===== src/rtl/core/cse_pkg.sv =====
// ---------------------------------------------------------------------------
// cse_pkg
// Types and constants shared by the chunk stream section extractor.
// ---------------------------------------------------------------------------
`timescale 1ns / 1ps

package cse_pkg;

    // Width of the stream offset counter and of the offset registers.
    localparam int OFF_W       = 32;
    localparam int CFG_DATA_W  = 32;
    localparam int CFG_INDEX_W = 2;
    localparam int STREAM_W    = 2;
    localparam int PAYLOAD_W   = 7;
    localparam int LEN_FIELD_W = 6;
    localparam int QUEUE_DEPTH = 2;
    localparam int QUEUE_PTR_W = (QUEUE_DEPTH > 1) ? $clog2(QUEUE_DEPTH) : 1;
    localparam int QUEUE_CNT_W = $clog2(QUEUE_DEPTH + 1);

    // Configuration register indexes.
    localparam logic [CFG_INDEX_W-1:0] CFG_STREAM_SELECT  = 2'd0;
    localparam logic [CFG_INDEX_W-1:0] CFG_SECTION_START  = 2'd1;
    localparam logic [CFG_INDEX_W-1:0] CFG_SECTION_LENGTH = 2'd2;

    // Mask that picks the stream number out of a chunk header.
    localparam logic [7:0] STREAM_MASK = 8'b0000_0011;

    typedef struct packed {
        logic [7:0] byte_value;
        logic       end_of_file;
    } cse_in_t;

    typedef struct packed {
        logic [7:0] data_byte;
        logic       data_valid;
        logic       section_end;
        logic       incomplete;
    } cse_out_t;

endpackage


===== src/rtl/core/cse_front.sv =====
// ---------------------------------------------------------------------------
// cse_front
// Parses chunk headers, counts selected-stream bytes and classifies each
// accepted byte against the section window.
// ---------------------------------------------------------------------------
`timescale 1ns / 1ps

module cse_front (
    input  logic                                aclk,
    input  logic                                aresetn,
    input  logic                                cfg_wr_en,
    input  logic [cse_pkg::CFG_INDEX_W-1:0]     cfg_index,
    input  logic [cse_pkg::CFG_DATA_W-1:0]      cfg_wr_data,
    input  logic                                s_valid,
    output logic                                s_ready,
    input  cse_pkg::cse_in_t                    s_data,
    output logic                                push,
    output cse_pkg::cse_out_t                   push_data,
    input  logic                                queue_full
);
    import cse_pkg::*;

    logic [STREAM_W-1:0]  stream_sel_reg;
    logic [OFF_W-1:0]     start_reg;
    logic [OFF_W-1:0]     len_m1_reg;
    logic                 len_zero_reg;
    logic [OFF_W-1:0]     cfg_value;

    logic                 expect_header_reg, expect_header_next;
    logic [PAYLOAD_W-1:0] payload_left_reg, payload_left_next;
    logic                 chunk_sel_reg, chunk_sel_next;
    logic [OFF_W-1:0]     offset_reg, offset_next;

    logic                 accept;
    logic                 is_header;
    logic [OFF_W:0]       diff;
    logic [OFF_W-1:0]     rel;
    logic                 at_or_past_start;
    logic                 off_not_full;
    logic                 in_window;
    logic                 is_last;
    logic                 pass_byte;
    logic                 count_byte;
    logic                 complete_hold;
    logic                 complete_inc;
    logic                 complete;

    assign s_ready = !queue_full;
    assign accept  = s_valid && s_ready;

    // Configuration writes; the length is kept as length minus one plus a zero flag.
    assign cfg_value = OFF_W'(cfg_wr_data);

    always_ff @(posedge aclk) begin
        if (!aresetn) begin
            stream_sel_reg <= '0;
            start_reg      <= '0;
            len_m1_reg     <= '0;
            len_zero_reg   <= 1'b0;
        end else if (cfg_wr_en) begin
            case (cfg_index)
                CFG_STREAM_SELECT: begin
                    stream_sel_reg <= STREAM_W'(cfg_wr_data[7:0] & STREAM_MASK);
                end
                CFG_SECTION_START: begin
                    start_reg <= cfg_value;
                end
                CFG_SECTION_LENGTH: begin
                    len_m1_reg   <= cfg_value - OFF_W'(1);
                    len_zero_reg <= (cfg_value == '0);
                end
                default: begin
                end
            endcase
        end
    end

    // Window compare on the offset relative to the section start.
    assign is_header        = expect_header_reg || (payload_left_reg == '0);
    assign diff             = {1'b0, offset_reg} - {1'b0, start_reg};
    assign rel              = diff[OFF_W-1:0];
    assign at_or_past_start = !diff[OFF_W];
    assign off_not_full     = (offset_reg != '1);
    assign in_window        = off_not_full && at_or_past_start && !len_zero_reg
                              && (rel <= len_m1_reg);
    assign is_last          = in_window && (rel == len_m1_reg);
    assign count_byte       = !is_header && chunk_sel_reg && off_not_full;
    assign pass_byte        = !is_header && chunk_sel_reg && in_window;

    // Completeness after this byte, worked out from the old relative offset.
    assign complete_hold = at_or_past_start && (len_zero_reg || (rel > len_m1_reg));
    assign complete_inc  = ((diff == '1) && len_zero_reg)
                           || (at_or_past_start && (len_zero_reg || (rel >= len_m1_reg)));
    assign complete      = count_byte ? complete_inc : complete_hold;

    // Next parser state for an accepted byte.
    always_comb begin
        expect_header_next = expect_header_reg;
        payload_left_next  = payload_left_reg;
        chunk_sel_next     = chunk_sel_reg;
        offset_next        = offset_reg;
        if (is_header) begin
            payload_left_next  = PAYLOAD_W'(s_data.byte_value[7:2]) + PAYLOAD_W'(1);
            chunk_sel_next     = (STREAM_W'(s_data.byte_value & STREAM_MASK)
                                  == stream_sel_reg);
            expect_header_next = 1'b0;
        end else begin
            if (count_byte) begin
                offset_next = offset_reg + OFF_W'(1);
            end
            payload_left_next  = payload_left_reg - PAYLOAD_W'(1);
            expect_header_next = (payload_left_reg == PAYLOAD_W'(1));
        end
        if (s_data.end_of_file) begin
            expect_header_next = 1'b1;
            payload_left_next  = '0;
            chunk_sel_next     = 1'b0;
            offset_next        = '0;
        end
    end

    always_ff @(posedge aclk) begin
        if (!aresetn) begin
            expect_header_reg <= 1'b1;
            payload_left_reg  <= '0;
            chunk_sel_reg     <= 1'b0;
            offset_reg        <= '0;
        end else if (accept) begin
            expect_header_reg <= expect_header_next;
            payload_left_reg  <= payload_left_next;
            chunk_sel_reg     <= chunk_sel_next;
            offset_reg        <= offset_next;
        end
    end

    // A result leaves for a passed byte or for the end-of-file byte.
    assign push                  = accept && (pass_byte || s_data.end_of_file);
    assign push_data.data_byte   = pass_byte ? s_data.byte_value : 8'd0;
    assign push_data.data_valid  = pass_byte;
    assign push_data.section_end = pass_byte && is_last;
    assign push_data.incomplete  = s_data.end_of_file && !complete;

endmodule


===== src/rtl/core/cse_queue.sv =====
// ---------------------------------------------------------------------------
// cse_queue
// Short result queue that decouples the parser from the output stage.
// ---------------------------------------------------------------------------
`timescale 1ns / 1ps

module cse_queue (
    input  logic              aclk,
    input  logic              aresetn,
    input  logic              push,
    input  cse_pkg::cse_out_t push_data,
    output logic              full,
    input  logic              pop,
    output cse_pkg::cse_out_t pop_data,
    output logic              empty
);
    import cse_pkg::*;

    cse_out_t               entry_reg [QUEUE_DEPTH];
    logic [QUEUE_PTR_W-1:0] wr_ptr_reg, rd_ptr_reg;
    logic [QUEUE_CNT_W-1:0] count_reg;
    logic                   do_push, do_pop;

    assign full     = (count_reg == QUEUE_CNT_W'(QUEUE_DEPTH));
    assign empty    = (count_reg == '0);
    assign do_push  = push && !full;
    assign do_pop   = pop && !empty;
    assign pop_data = entry_reg[rd_ptr_reg];

    // Storage write.
    always_ff @(posedge aclk) begin
        if (do_push) begin
            entry_reg[wr_ptr_reg] <= push_data;
        end
    end

    // Pointers and fill count.
    always_ff @(posedge aclk) begin
        if (!aresetn) begin
            wr_ptr_reg <= '0;
            rd_ptr_reg <= '0;
            count_reg  <= '0;
        end else begin
            if (do_push) begin
                wr_ptr_reg <= (wr_ptr_reg == QUEUE_PTR_W'(QUEUE_DEPTH - 1)) ?
                              '0 : wr_ptr_reg + QUEUE_PTR_W'(1);
            end
            if (do_pop) begin
                rd_ptr_reg <= (rd_ptr_reg == QUEUE_PTR_W'(QUEUE_DEPTH - 1)) ?
                              '0 : rd_ptr_reg + QUEUE_PTR_W'(1);
            end
            if (do_push && !do_pop) begin
                count_reg <= count_reg + QUEUE_CNT_W'(1);
            end else if (do_pop && !do_push) begin
                count_reg <= count_reg - QUEUE_CNT_W'(1);
            end
        end
    end

endmodule


===== src/rtl/core/cse_back.sv =====
// ---------------------------------------------------------------------------
// cse_back
// Output register stage: drains the result queue onto the result channel.
// ---------------------------------------------------------------------------
`timescale 1ns / 1ps

module cse_back (
    input  logic              aclk,
    input  logic              aresetn,
    input  logic              queue_empty,
    input  cse_pkg::cse_out_t queue_data,
    output logic              pop,
    output logic              m_valid,
    input  logic              m_ready,
    output cse_pkg::cse_out_t m_data
);
    import cse_pkg::*;

    logic     m_valid_reg;
    cse_out_t m_data_reg;

    // Load a new result whenever the output register is empty or being drained.
    assign pop = !queue_empty && (!m_valid_reg || m_ready);

    always_ff @(posedge aclk) begin
        if (!aresetn) begin
            m_valid_reg <= 1'b0;
        end else if (pop) begin
            m_valid_reg <= 1'b1;
        end else if (m_ready) begin
            m_valid_reg <= 1'b0;
        end
    end

    always_ff @(posedge aclk) begin
        if (pop) begin
            m_data_reg <= queue_data;
        end
    end

    assign m_valid = m_valid_reg;
    assign m_data  = m_data_reg;

endmodule


===== src/rtl/core/chunk_stream_section_extract.sv =====
// ---------------------------------------------------------------------------
// chunk_stream_section_extract
// Extracts a byte section of one stream from a chunked container file.
// ---------------------------------------------------------------------------
// Usage:
//   The input channel (s_valid, s_ready, s_data) takes one container byte per
//   transfer together with an end-of-file flag. The result channel (m_valid,
//   m_ready, m_data) delivers one transfer for every passed section byte and
//   one for the end-of-file byte, which carries the incomplete flag.
//   Bytes that are headers or lie outside the section produce no transfer.
//   The configuration port (cfg_wr_en, cfg_index, cfg_wr_data) sets the stream,
//   section start and section length; write it only while the block is idle.
//   Throughput is one byte per cycle while s_ready is high; the window compare
//   in the front parser is combinational. The result of an accepted byte is
//   written into the queue at the accepting edge and then moves into the
//   output register, which drives m_valid, once that register is free.
//   When the receiver stalls, the output register holds, the two-entry queue
//   fills, and s_ready drops until space frees up. Reset clears the parser,
//   the queue and the output register at once and restores the register
//   defaults (stream 0, start 0, length 1); no clearing pass is needed.
// ---------------------------------------------------------------------------
`timescale 1ns / 1ps

module chunk_stream_section_extract (
    input  logic                                aclk,
    input  logic                                aresetn,
    input  logic                                cfg_wr_en,
    input  logic [cse_pkg::CFG_INDEX_W-1:0]     cfg_index,
    input  logic [cse_pkg::CFG_DATA_W-1:0]      cfg_wr_data,
    input  logic                                s_valid,
    output logic                                s_ready,
    input  cse_pkg::cse_in_t                    s_data,
    output logic                                m_valid,
    input  logic                                m_ready,
    output cse_pkg::cse_out_t                   m_data
);
    import cse_pkg::*;

    logic     push;
    cse_out_t push_data;
    logic     queue_full;
    logic     queue_empty;
    logic     pop;
    cse_out_t pop_data;

    // Parser and classifier.
    cse_front u_front (
        .aclk        (aclk),
        .aresetn     (aresetn),
        .cfg_wr_en   (cfg_wr_en),
        .cfg_index   (cfg_index),
        .cfg_wr_data (cfg_wr_data),
        .s_valid     (s_valid),
        .s_ready     (s_ready),
        .s_data      (s_data),
        .push        (push),
        .push_data   (push_data),
        .queue_full  (queue_full)
    );

    // Result queue between the parser and the output stage.
    cse_queue u_queue (
        .aclk      (aclk),
        .aresetn   (aresetn),
        .push      (push),
        .push_data (push_data),
        .full      (queue_full),
        .pop       (pop),
        .pop_data  (pop_data),
        .empty     (queue_empty)
    );

    // Output register stage.
    cse_back u_back (
        .aclk        (aclk),
        .aresetn     (aresetn),
        .queue_empty (queue_empty),
        .queue_data  (pop_data),
        .pop         (pop),
        .m_valid     (m_valid),
        .m_ready     (m_ready),
        .m_data      (m_data)
    );

endmodule


===== config.mk =====
export PLATFORM = sky130hd
export DESIGN_NAME = chunk_stream_section_extract
export DESIGN_NICKNAME = d
export VERILOG_FILES = /design/src/rtl/core/cse_pkg.sv /design/src/rtl/core/cse_front.sv /design/src/rtl/core/cse_queue.sv /design/src/rtl/core/cse_back.sv /design/src/rtl/core/chunk_stream_section_extract.sv
export SDC_FILE = /design/constraint.sdc
export NUM_CORES = 1
export LEC_CHECK = 0
export BUFFER_PORTS_ARGS = -buffer_cell sky130_fd_sc_hd__buf_2
export CAP_MARGIN = 10
export CORE_AREA = 8 8 136 138
export DETAILED_ROUTE_END_ITERATION = 7
export DIE_AREA = 0 0 144 146
export GPL_ROUTABILITY_DRIVEN = 1
export MAX_ROUTING_LAYER = met4
export PLACE_DENSITY_LB_ADDON = 0.1
export RECOVER_POWER = 50
export SYNTH_ARGS = -nofsm -noshare
export SYNTH_HDL_FRONTEND = slang
export SYNTH_SLANG_ARGS = --single-unit

===== constraint.sdc =====
create_clock -name aclk -period 6.86 [get_ports aclk]
set_input_delay 1.372 -clock aclk [delete_from_list [all_inputs] [get_ports aclk]]
set_output_delay 1.372 -clock aclk [all_outputs]
set_load 0.005 [all_outputs]

==> impl_metrics.py, run 1 <==
metrics = {
    "outcome": {
        "status": "complete, but fails checks",
        "violations": "max-capacitance violations, max-slew violations",
    },
    "floorplanning": {
        "fp.dieH_um": 146,
        "ioPinCount": 61,
        "fp.dieW_um": 144,
        "die_area_mm2": 0.0210,
        "core_mm2": 0.0163,
        "num_rows": 47,
        "start_util_pct": 59.1,
    },
    "detailed_routing": {
        "routed_via_density": 5.85,
        "vias": 8409,
        "drt_first_pass_iters": 5,
        "drt_iter0_drc": 606,
        "drc_errors": 0,
        "ant_nets": 0,
        "post_drt_wl_per_cell_um": 16.8,
        "postRouteWirelength_um": 24100,
    },
    "clocking": {
        "ctsResizeCount": 0,
        "cts_tree": "built",
        "cts_sinks": 146,
        "numCtsBuffers": 17,
        "clkLatencyLatePin_ns": 0.44,
        "cts_buffer_depth": 2,
        "htreeDepth": 4,
        "cts_root_buf": "clkbuf_16",
        "cts.clk_slew.worst_paths_ns": 0.06,
        "holdBufCountCts": 0,
        "cts_setup_buffers": 0,
    },
    "cells_and_area": {
        "layout_commonest_cell": "nand2_1",
        "fin_util_pct": 64.8,
        "layout.nets": 1324,
        "syn2layout_area_growth_pct": 9.63,
        "drive_gt1_share_pct": 10.3,
        "most-common-layout-cells": "nand2_1 (139), dfxtp_1 (113), nor2_1 (105)",
        "n_antenna_cell": 0,
        "fill_cells": 1499,
    },
    "synthesis": {
        "synth_cells": 1168,
        "synth-seq-area-share_pct": 33.8,
        "synth_ff_type": "dfxtp_1",
        "ys_types": 80,
        "syn_area_mm2": 0.00963,
        "yosys_register_bits": 146,
        "syn_nets": 1288,
        "async_flop_share_pct": 0,
        "ys_warn_count": 0,
        "syn_avg_cell_area_um2": 8.24,
        "synth_edf_count": 33,
    },
    "hold_path": {
        "hold_path_class": "flip-flop to flip-flop",
        "min_from": "u_front.start_reg[17]$_SDFFE_PN0P_",
    },
    "placement": {
        "place.gp.congestion": 0.916,
        "dp_slack_ns": 1.37,
        "hpwl_um": 18400,
        "io_buffers": 60,
    },
    "power_and_ir_drop": {
        "seq_power_share_pct": 40.9,
        "power_density_mw_per_mm2": 233,
        "p_switching_uw": 777,
        "ir_drop_mv": 0.164,
        "swShare_pct": 31.6,
        "leakage_uw": 0.00412,
        "finalPower_uw": 2460,
        "clock_power_share_pct": 35.5,
        "internal-power_uw": 1680,
        "comb_power_share_pct": 23.6,
    },
    "global_routing": {
        "grtUsageTotal_pct": 24.2,
        "grt.overflow.total": 0,
        "grt_antenna_before_repair": 0,
        "grt_pass1_vias": 7937,
        "grt_max_degree": 71,
        "grt_pass1_wl_um": 39500,
    },
    "timing": {
        "fin_skew_ns": 0.00966,
        "timing.fmax_mhz": 181,
        "timing.hold.ws_ns": 0.456,
        "fin_ws_ns": 1.33,
        "rsz0062_at_grt": "no",
        "period_share_pct": 80.6,
        "worst_pin_slew_ns": 3.22,
        "hold_viol_final": 0,
        "slew_violations": 132,
        "min_period_ns": 5.53,
        "slew-limit-headroom_pct": -115,
        "setup_viol": 0,
        "setup_tns_ns": 0,
    },
    "flow_run": {
        "drv_cap": 2,
    },
    "worst_setup_path": {
        "critPathLaunchType": "flip-flop",
        "worst-path-max-fanout": 11,
        "cp.required_ns": 6.92,
        "crit_start": "u_front.offset_reg[4]$_SDFFE_PN0P_",
        "worstPathArrival_ns": 5.58,
        "r2r_start": "u_front.offset_reg[4]$_SDFFE_PN0P_",
        "end_kind": "flip-flop",
        "path_class": "flip-flop to flip-flop",
    },
}
## per-stage QoR
step | area (um2) | cells
6_report | 10600 | 1437
5_1_grt | 10600 | 1437
4_1_cts | 10600 | 1437
3_5_place_dp | 10000 | 1405
3_3_place_gp | 10000 | 1405
2_1_floorplan | 9630 | 1168
## power by group through the flow
stage	Combinational, uW	Clock [uW]	Sequential (uW)
5_1_grt	649	924	1010
3_3_place_gp	566	0	1020
4_1_cts	582	882	1010
6_report	581	874	1010
3_5_place_dp	573	0	1030
2_1_floorplan	418	0	1010
## metal layers
layer	vias to the layer above	part of all wire (%)	track usage, %
li1	4259	-	-
met1	3882	48	33.4
met2	228	44	35.1
met3	40	5.2	3.28
met4	0	2.5	8.78
met5	-	0	-
## Yosys cell counts, types with 11 or more instances
cell | instances | area [um2]
dfxtp_1 | 113 | 2260
a21oi_1 | 87 | 435
clkbuf_1 | 36 | 135
nor4_1 | 14 | 87.6
a21o_1 | 27 | 203
inv_1 | 85 | 319
mux2_2 | 11 | 124
edfxtp_1 | 33 | 991
xnor2_1 | 36 | 315
xor2_1 | 40 | 350
and3_1 | 15 | 93.8
or3_1 | 19 | 119
nor3_1 | 22 | 110
nand4_1 | 34 | 213
o21ai_0 | 38 | 190
nand2_1 | 139 | 522
nand3_1 | 33 | 165
and2_1 | 20 | 125
a211oi_1 | 26 | 195
nor2_1 | 105 | 394
ha_1 | 71 | 888
## final cells by class
type	instances	area (um2)	share of cell area (%)
Clock buffer	17	425	4.03
Tap cell	220	275	2.61
Multi-Input combinational cell	888	5830	55.2
Inverter	86	323	3.06
Clock inverter	15	124	1.17
Sequential cell	146	3250	30.8
Timing Repair Buffer	65	325	3.08
## critical path: stages, from the launching register on
cell      delay, ns
dfxtp_1        0.39
ha_1           0.44
nand2_1        0.10
a211oi_2       0.35
o21a_1         0.29
a21bo_2        0.24
nand2_1        0.06
a31oi_1        0.20
xnor2_1        0.24
ha_1           0.33
a21o_1         0.19
a21o_1         0.19
a21oi_1        0.16
o221ai_1       0.13
a41o_1         0.26
a21o_1         0.25
a221oi_4       0.48
nor2_1         0.13
nor2_1         0.72
## worst paths after layout
path                                         to  slack [ns]  depth (start not counted)
max reg2reg   u_queue.entry_reg[1][9]$_DFFE_PP_        1.33                         18
min          u_front.start_reg[17]$_SDFFE_PN0P_        0.46                          2
min reg2reg  u_front.start_reg[17]$_SDFFE_PN0P_        0.46                          2
max           u_queue.entry_reg[1][9]$_DFFE_PP_        1.33                         18
## kinds of logic (layout without fill, tap and decap cells)
family                   after synthesis  in the layout  share of synthesized area (%)
AO/OA/AOI/OAI                        267            267                           18.9
multiplexers                          16             16                           1.81
XOR/XNOR                              76             76                           6.91
AND/OR/NAND/NOR                      457            457                           23.6
flip-flops                           146            146                           33.8
adder cells (fa/ha/maj)               72             72                           9.44
buffers and inverters                134            183                           5.56
Note: power is estimated with default switching activity, not from simulation.
==> run 2, diff against run 1 <==
==> constraint.sdc (replaced) <==
create_clock -name aclk -period 5.4 [get_ports aclk]
set_input_delay 1.08 -clock aclk [delete_from_list [all_inputs] [get_ports aclk]]
set_output_delay 1.08 -clock aclk [all_outputs]
set_load 0.005 [all_outputs]
==> run 2 against run 1 <==
Effect of this change: the flow still finishes with violations (max-capacitance violations, max-slew violations); design area increased by 1.7%; clock power up 40%; non-clock buffer count grew 10; critical path depth grew 4; utilization increased by 1.1 points; sequential cell count unchanged; highest routed layer unchanged; die area stayed put; largest power group unchanged; register-to-register slack got worse by 1.1 ns.
==> impl_metrics.py, run 2 (synthesized netlist as in run 1, its figures left out) <==
metrics = {
    "power_and_ir_drop": {
        "p_switching_uw": 973,
        "clock_power_share_pct": 37.4,
        "ir_drop_mv": 0.225,
        "swShare_pct": 29.9,
        "comb_power_share_pct": 23.3,
        "power_density_mw_per_mm2": 303,
        "internal-power_uw": 2280,
        "leakage_uw": 0.00420,
        "seq_power_share_pct": 39.3,
    },
    "cells_and_area": {
        "stdcell_count": 1447,
        "fin_util_pct": 65.9,
        "layout.nets": 1334,
        "syn2layout_area_growth_pct": 11.5,
        "drive_gt1_share_pct": 11.4,
        "n_antenna_cell": 0,
        "ff_latch_area_mm2": 0.00325,
        "layout_commonest_cell": "nand2_1",
        "fill_cells": 1424,
        "multi_input_area_mm2": 0.00588,
        "most-common-layout-cells": "nand2_1 (138), dfxtp_1 (113), nor2_1 (104)",
    },
    "outcome": {
        "violations": "max-capacitance violations, max-slew violations",
        "status": "complete, but fails checks",
    },
    "detailed_routing": {
        "postRouteWirelength_um": 24400,
        "ant_nets": 0,
        "routed_via_density": 5.89,
        "drc_errors": 0,
        "drt_first_pass_iters": 5,
        "post_drt_wl_per_cell_um": 16.8,
        "drt_iter0_drc": 542,
        "vias": 8530,
    },
    "floorplanning": {
        "start_util_pct": 59.1,
        "ioPinCount": 61,
        "core_mm2": 0.0163,
        "die_area_mm2": 0.0210,
        "num_rows": 47,
        "fp.dieW_um": 144,
        "fp.dieH_um": 146,
    },
    "timing": {
        "rsz0062_at_grt": "no",
        "fin_skew_ns": 0.00679,
        "timing.hold.ws_ns": 0.452,
        "period_share_pct": 95.0,
        "min_period_ns": 5.13,
        "hold_viol_final": 0,
        "fin_ws_ns": 0.272,
        "slew_violations": 127,
        "timing.fmax_mhz": 195,
        "setup_tns_ns": 0,
        "worst_pin_slew_ns": 2.97,
        "setup_viol": 0,
        "slew-limit-headroom_pct": -98.2,
    },
    "clocking": {
        "holdBufCountCts": 0,
        "numCtsBuffers": 17,
        "cts_root_buf": "clkbuf_16",
        "htreeDepth": 4,
        "cts_sinks": 146,
        "cts_buffer_depth": 2,
        "cts.clk_slew.worst_paths_ns": 0.06,
        "clkLatencyLatePin_ns": 0.43,
        "cts_tree": "built",
    },
    "worst_setup_path": {
        "path_class": "flip-flop to flip-flop",
        "critPathLaunchType": "flip-flop",
        "worstPathArrival_ns": 5.48,
        "worst-path-max-fanout": 7,
        "cp.required_ns": 5.76,
        "end_kind": "flip-flop",
    },
    "placement": {
        "place.gp.congestion": 0.930,
        "placed_cells": 1412,
        "io_buffers": 60,
        "hpwl_um": 18400,
        "dp_slack_ns": 0.178,
    },
    "global_routing": {
        "grt_antenna_before_repair": 0,
        "grt_pass1_wl_um": 40200,
        "grt_max_degree": 66,
        "grtUsageMet3_pct": 3.67,
        "grt_pass1_vias": 8168,
        "grt_use_met1_pct": 32.5,
        "grtUsageTotal_pct": 24.5,
        "grt.overflow.total": 0,
        "grt.busiest_layer": "met2",
        "gr-usage-met2_pct": 36.9,
    },
    "hold_path": {
        "hold_path_class": "flip-flop to flip-flop",
    },
    "flow_run": {
        "drv_cap": 2,
    },
}
==> run 2: worst max-delay path, stage by stage, from the launching register on <==
cell and delay [ns]:
dfxtp_1 0.37, inv_1 0.07, ha_1 0.22, fa_1 0.41, nand2b_1 0.24, a21boi_4 0.30
o2111ai_4 0.20, nand3_1 0.17, a211o_1 0.18, a221oi_1 0.10, xnor2_1 0.26, ha_1 0.31
a21o_1 0.20, a21oi_1 0.14, o21ai_0 0.11, a41o_1 0.23, a21o_4 0.22, a221oi_4 0.28
nor2_1 0.10, nor2_1 0.11, ha_1 0.29, or3_1 0.40, a21oi_1 0.14
==> run 2: cell type report <==
cell class | count | area share, %
Multi-Input combinational cell | 888 | 54.8
Sequential cell | 146 | 30.3
Clock buffer | 19 | 4.03
Timing Repair Buffer | 75 | 3.71
Inverter | 86 | 3.01
Tap cell | 220 | 2.57
Clock inverter | 13 | 1.62
==> run 2: path summary, 6_finish.rpt <==
| check | cells after the start | slack (ns) | endpoint | start |
|---|---|---|---|---|
| setup / recovery | 22 | 0.27 | u_queue.count_reg[1]$_SDFFE_PN0P_ | u_front.offset_reg[0]$_SDFFE_PN0P_ |
| hold / removal | 2 | 0.45 | u_front.start_reg[9]$_SDFFE_PN0P_ | u_front.start_reg[9]$_SDFFE_PN0P_ |
| setup reg to reg | 22 | 0.27 | u_queue.count_reg[1]$_SDFFE_PN0P_ | u_front.offset_reg[0]$_SDFFE_PN0P_ |
| hold reg to reg | 2 | 0.45 | u_front.start_reg[9]$_SDFFE_PN0P_ | u_front.start_reg[9]$_SDFFE_PN0P_ |
==> run 2: power by group through the flow <==
stage	clock network [uW]	logic, uW	registers, uW
finish	1220	760	1280
floorplan	0	530	1290
CTS	1240	752	1280
detailed placement	0	745	1300
global route	1280	849	1290
global placement	0	735	1300
==> run 2: routing by layer <==
metal	wire length, um	vias to the layer above
met3	1290	42
met5	0	-
met2	10900	255
li1	-	4267
met1	11500	3966
met4	593	0
==> run 2: stage by stage <==
stage               area (um2)  total power (uW)
floorplan                 9630              1820
global placement         10100              2030
detailed placement       10100              2050
CTS                      10700              3270
global route             10700              3420
finish                   10700              3260
==> run 2: repair_timing <==
action                                  CTS  global route
endpoints found under the setup margin    0             1
resized for setup                         0            10
setup buffers                             0             3
==> run 3, diff against run 2 <==
--- a/config.mk
+++ b/config.mk
@@ -8,11 +8,12 @@
 export BUFFER_PORTS_ARGS = -buffer_cell sky130_fd_sc_hd__buf_2
 export CAP_MARGIN = 10
 export CORE_AREA = 8 8 136 138
+export CTS_BUF_LIST = sky130_fd_sc_hd__clkbuf_16
 export DETAILED_ROUTE_END_ITERATION = 7
 export DIE_AREA = 0 0 144 146
 export GPL_ROUTABILITY_DRIVEN = 1
 export MAX_ROUTING_LAYER = met4
-export PLACE_DENSITY_LB_ADDON = 0.1
+export PLACE_DENSITY_LB_ADDON = 0.3
 export RECOVER_POWER = 50
 export SYNTH_ARGS = -nofsm -noshare
 export SYNTH_HDL_FRONTEND = slang
==> run 3 against run 2 <==
Effect of this change: the flow still finishes with violations (max-capacitance violations, max-slew violations); clock-buffer cell count fell by 2; setup slack got worse by 0.042 ns; power fell by 2.7%; first-iteration DRC count rose by 15%; final cell count fell by 0.35%; critical endpoint unchanged; largest cell class unchanged; largest power group unchanged; highest routed layer unchanged.
==> impl_metrics.py, run 3 (synthesized netlist as in run 1, its figures left out) <==
metrics = {
    "outcome": {
        "status": "complete, but fails checks",
        "violations": "max-capacitance violations, max-slew violations",
    },
    "cells_and_area": {
        "drive_gt1_share_pct": 10.2,
        "most-common-layout-cells": "nand2_1 (138), dfxtp_1 (113), nor2_1 (104)",
        "layout_commonest_cell": "nand2_1",
        "layout.nets": 1329,
        "syn2layout_area_growth_pct": 10.2,
        "n_antenna_cell": 0,
        "final_cell_area_mm2": 0.0106,
    },
    "power_and_ir_drop": {
        "p_switching_uw": 953,
        "leakage_uw": 0.00415,
        "internal-power_uw": 2210,
        "comb_power_share_pct": 23.5,
        "power_density_mw_per_mm2": 299,
        "ir_drop_mv": 0.233,
        "seq_power_share_pct": 40.5,
        "clock_power_share_pct": 36.0,
        "swShare_pct": 30.1,
    },
    "detailed_routing": {
        "ant_nets": 0,
        "routed_via_density": 5.97,
        "drt_iter0_drc": 623,
        "postRouteWirelength_um": 24300,
        "post_drt_wl_per_cell_um": 16.9,
        "vias": 8603,
        "drc_errors": 0,
        "drt_first_pass_iters": 5,
    },
    "timing": {
        "period_share_pct": 95.7,
        "setup_tns_ns": 0,
        "slew-limit-headroom_pct": -54.0,
        "fin_skew_ns": 0.0108,
        "min_period_ns": 5.17,
        "slew_violations": 146,
        "hold_viol_final": 0,
        "timing.fmax_mhz": 193,
        "rsz0062_at_grt": "no",
        "worst_pin_slew_ns": 2.31,
        "setup_viol": 0,
    },
    "hold_path": {
        "hold_path_class": "flip-flop to flip-flop",
    },
    "clocking": {
        "cts_sinks": 146,
        "numCtsBuffers": 17,
        "cts_root_buf": "clkbuf_16",
        "cts_tree": "built",
        "cts_buffer_depth": 2,
        "cts.clk_slew.worst_paths_ns": 0.06,
        "clkLatencyLatePin_ns": 0.43,
        "cts_setup_buffers": 0,
        "htreeDepth": 4,
    },
    "worst_setup_path": {
        "cp.required_ns": 5.75,
        "path_class": "flip-flop to flip-flop",
        "cpMaxStageDelayCell": "or3_1",
        "crit_chain": "inv_1 > ha_1 > a21oi_1 > o21ai_0 > o21a_1 > o221a_2 > a211o_1 > a221oi_1 > xnor2_1 > ha_1 > a21o_1 > a21oi_1 > o21ai_0 > a41o_1 > a21o_2 > a221oi_4 > nor2_1 > nor2_1 > ha_1 > or3_1 > a21oi_1",
        "worst-path-max-fanout": 6,
        "crit_family": "compound AO/OA/AOI/OAI gates",
        "crit_buf_inv": 1,
        "worstPathArrival_ns": 5.52,
        "critPathLaunchType": "flip-flop",
        "critical-path-max-stage-delay_ns": 0.38,
        "end_kind": "flip-flop",
    },
    "placement": {
        "place.gp.congestion": 0.940,
        "post_dp_cell_area_mm2": 0.0101,
        "hpwl_um": 18400,
        "io_buffers": 60,
    },
    "floorplanning": {
        "core_mm2": 0.0163,
        "start_util_pct": 59.1,
        "fp.dieH_um": 146,
        "die_area_mm2": 0.0210,
        "num_rows": 47,
        "fp.dieW_um": 144,
        "ioPinCount": 61,
    },
    "global_routing": {
        "grt_antenna_before_repair": 0,
        "grt_pass1_vias": 8016,
        "grtUsageTotal_pct": 24.4,
        "grt_max_degree": 61,
        "grt.overflow.total": 0,
        "grt_pass1_wl_um": 40000,
    },
    "flow_run": {
        "drv_cap": 3,
    },
}
==> run 3: per-stage QoR <==
stage               total power, uW  worst slack (ns)  utilization, %  hold WS [ns]  cells
CTS                            3180             0.143            65.3         0.455   1442
detailed placement             2040             0.191            61.8         0.447   1410
global placement               2030             0.375            61.8         0.443   1410
global route                   3320           0.00259            65.1         0.468   1442
floorplan                      1820             0.415               -         0.436   1168
finish                         3170             0.230            65.1         0.453   1442
==> run 3: final cells by class <==
| type | instances | area (um2) |
|---|---|---|
| repair buffers | 70 | 349 |
| fillers | 1452 | 5690 |
| multi-input cells | 888 | 5840 |
| flip-flops and latches | 146 | 3250 |
| clock buffers | 17 | 425 |
| inverters | 86 | 323 |
| clock inverters | 15 | 141 |
| well taps | 220 | 275 |
==> run 3: repair_timing <==
action | CTS | global route
endpoints found under the setup margin | 0 | 1
hold buffers | 0 | 0
endpoints found under the hold margin | 0 | 0
resized for setup | 0 | 5
==> run 3: layer usage <==
layer / share of wire, % / routed length (um) / global-route usage [%] / up-vias
met5: 0 / 0 / - / -
met4: 2.5 / 602 / 8.31 / 0
met3: 6.1 / 1490 / 4.10 / 48
met2: 46 / 11100 / 37.2 / 292
met1: 46 / 11200 / 32.0 / 4001
li1: - / - / - / 4262
==> run 3: path summary, 6_finish.rpt <==
kind | from | to | slack, ns | cells past startpoint
min reg2reg | u_front.start_reg[4]$_SDFFE_PN0P_ | u_front.start_reg[4]$_SDFFE_PN0P_ | 0.45 | 2
min | u_front.start_reg[4]$_SDFFE_PN0P_ | u_front.start_reg[4]$_SDFFE_PN0P_ | 0.45 | 2
max reg2reg | u_front.start_reg[17]$_SDFFE_PN0P_ | u_queue.count_reg[1]$_SDFFE_PN0P_ | 0.23 | 21
max | u_front.start_reg[17]$_SDFFE_PN0P_ | u_queue.count_reg[1]$_SDFFE_PN0P_ | 0.23 | 21
==> run 3: worst register-to-register path: stages, from the launching register on <==
cell      delay (ns)
dfxtp_1         0.33
inv_1           0.05
ha_1            0.35
a21oi_1         0.26
o21ai_0         0.23
o21a_1          0.26
o221a_2         0.25
a211o_1         0.32
a221oi_1        0.33
xnor2_1         0.20
ha_1            0.31
a21o_1          0.19
a21oi_1         0.14
o21ai_0         0.10
a41o_1          0.21
a21o_2          0.25
a221oi_4        0.29
nor2_1          0.11
nor2_1          0.11
ha_1            0.28
or3_1           0.38
a21oi_1         0.15
==> run 3: power groups by stage <==
| stage | clock network, uW | registers, uW | logic, uW |
|---|---|---|---|
| after floorplan | 0 | 1290 | 530 |
| after global placement | 0 | 1300 | 726 |
| after detailed placement | 0 | 1300 | 738 |
| after CTS | 1150 | 1280 | 746 |
| after global routing | 1200 | 1290 | 824 |
| final | 1140 | 1280 | 744 |
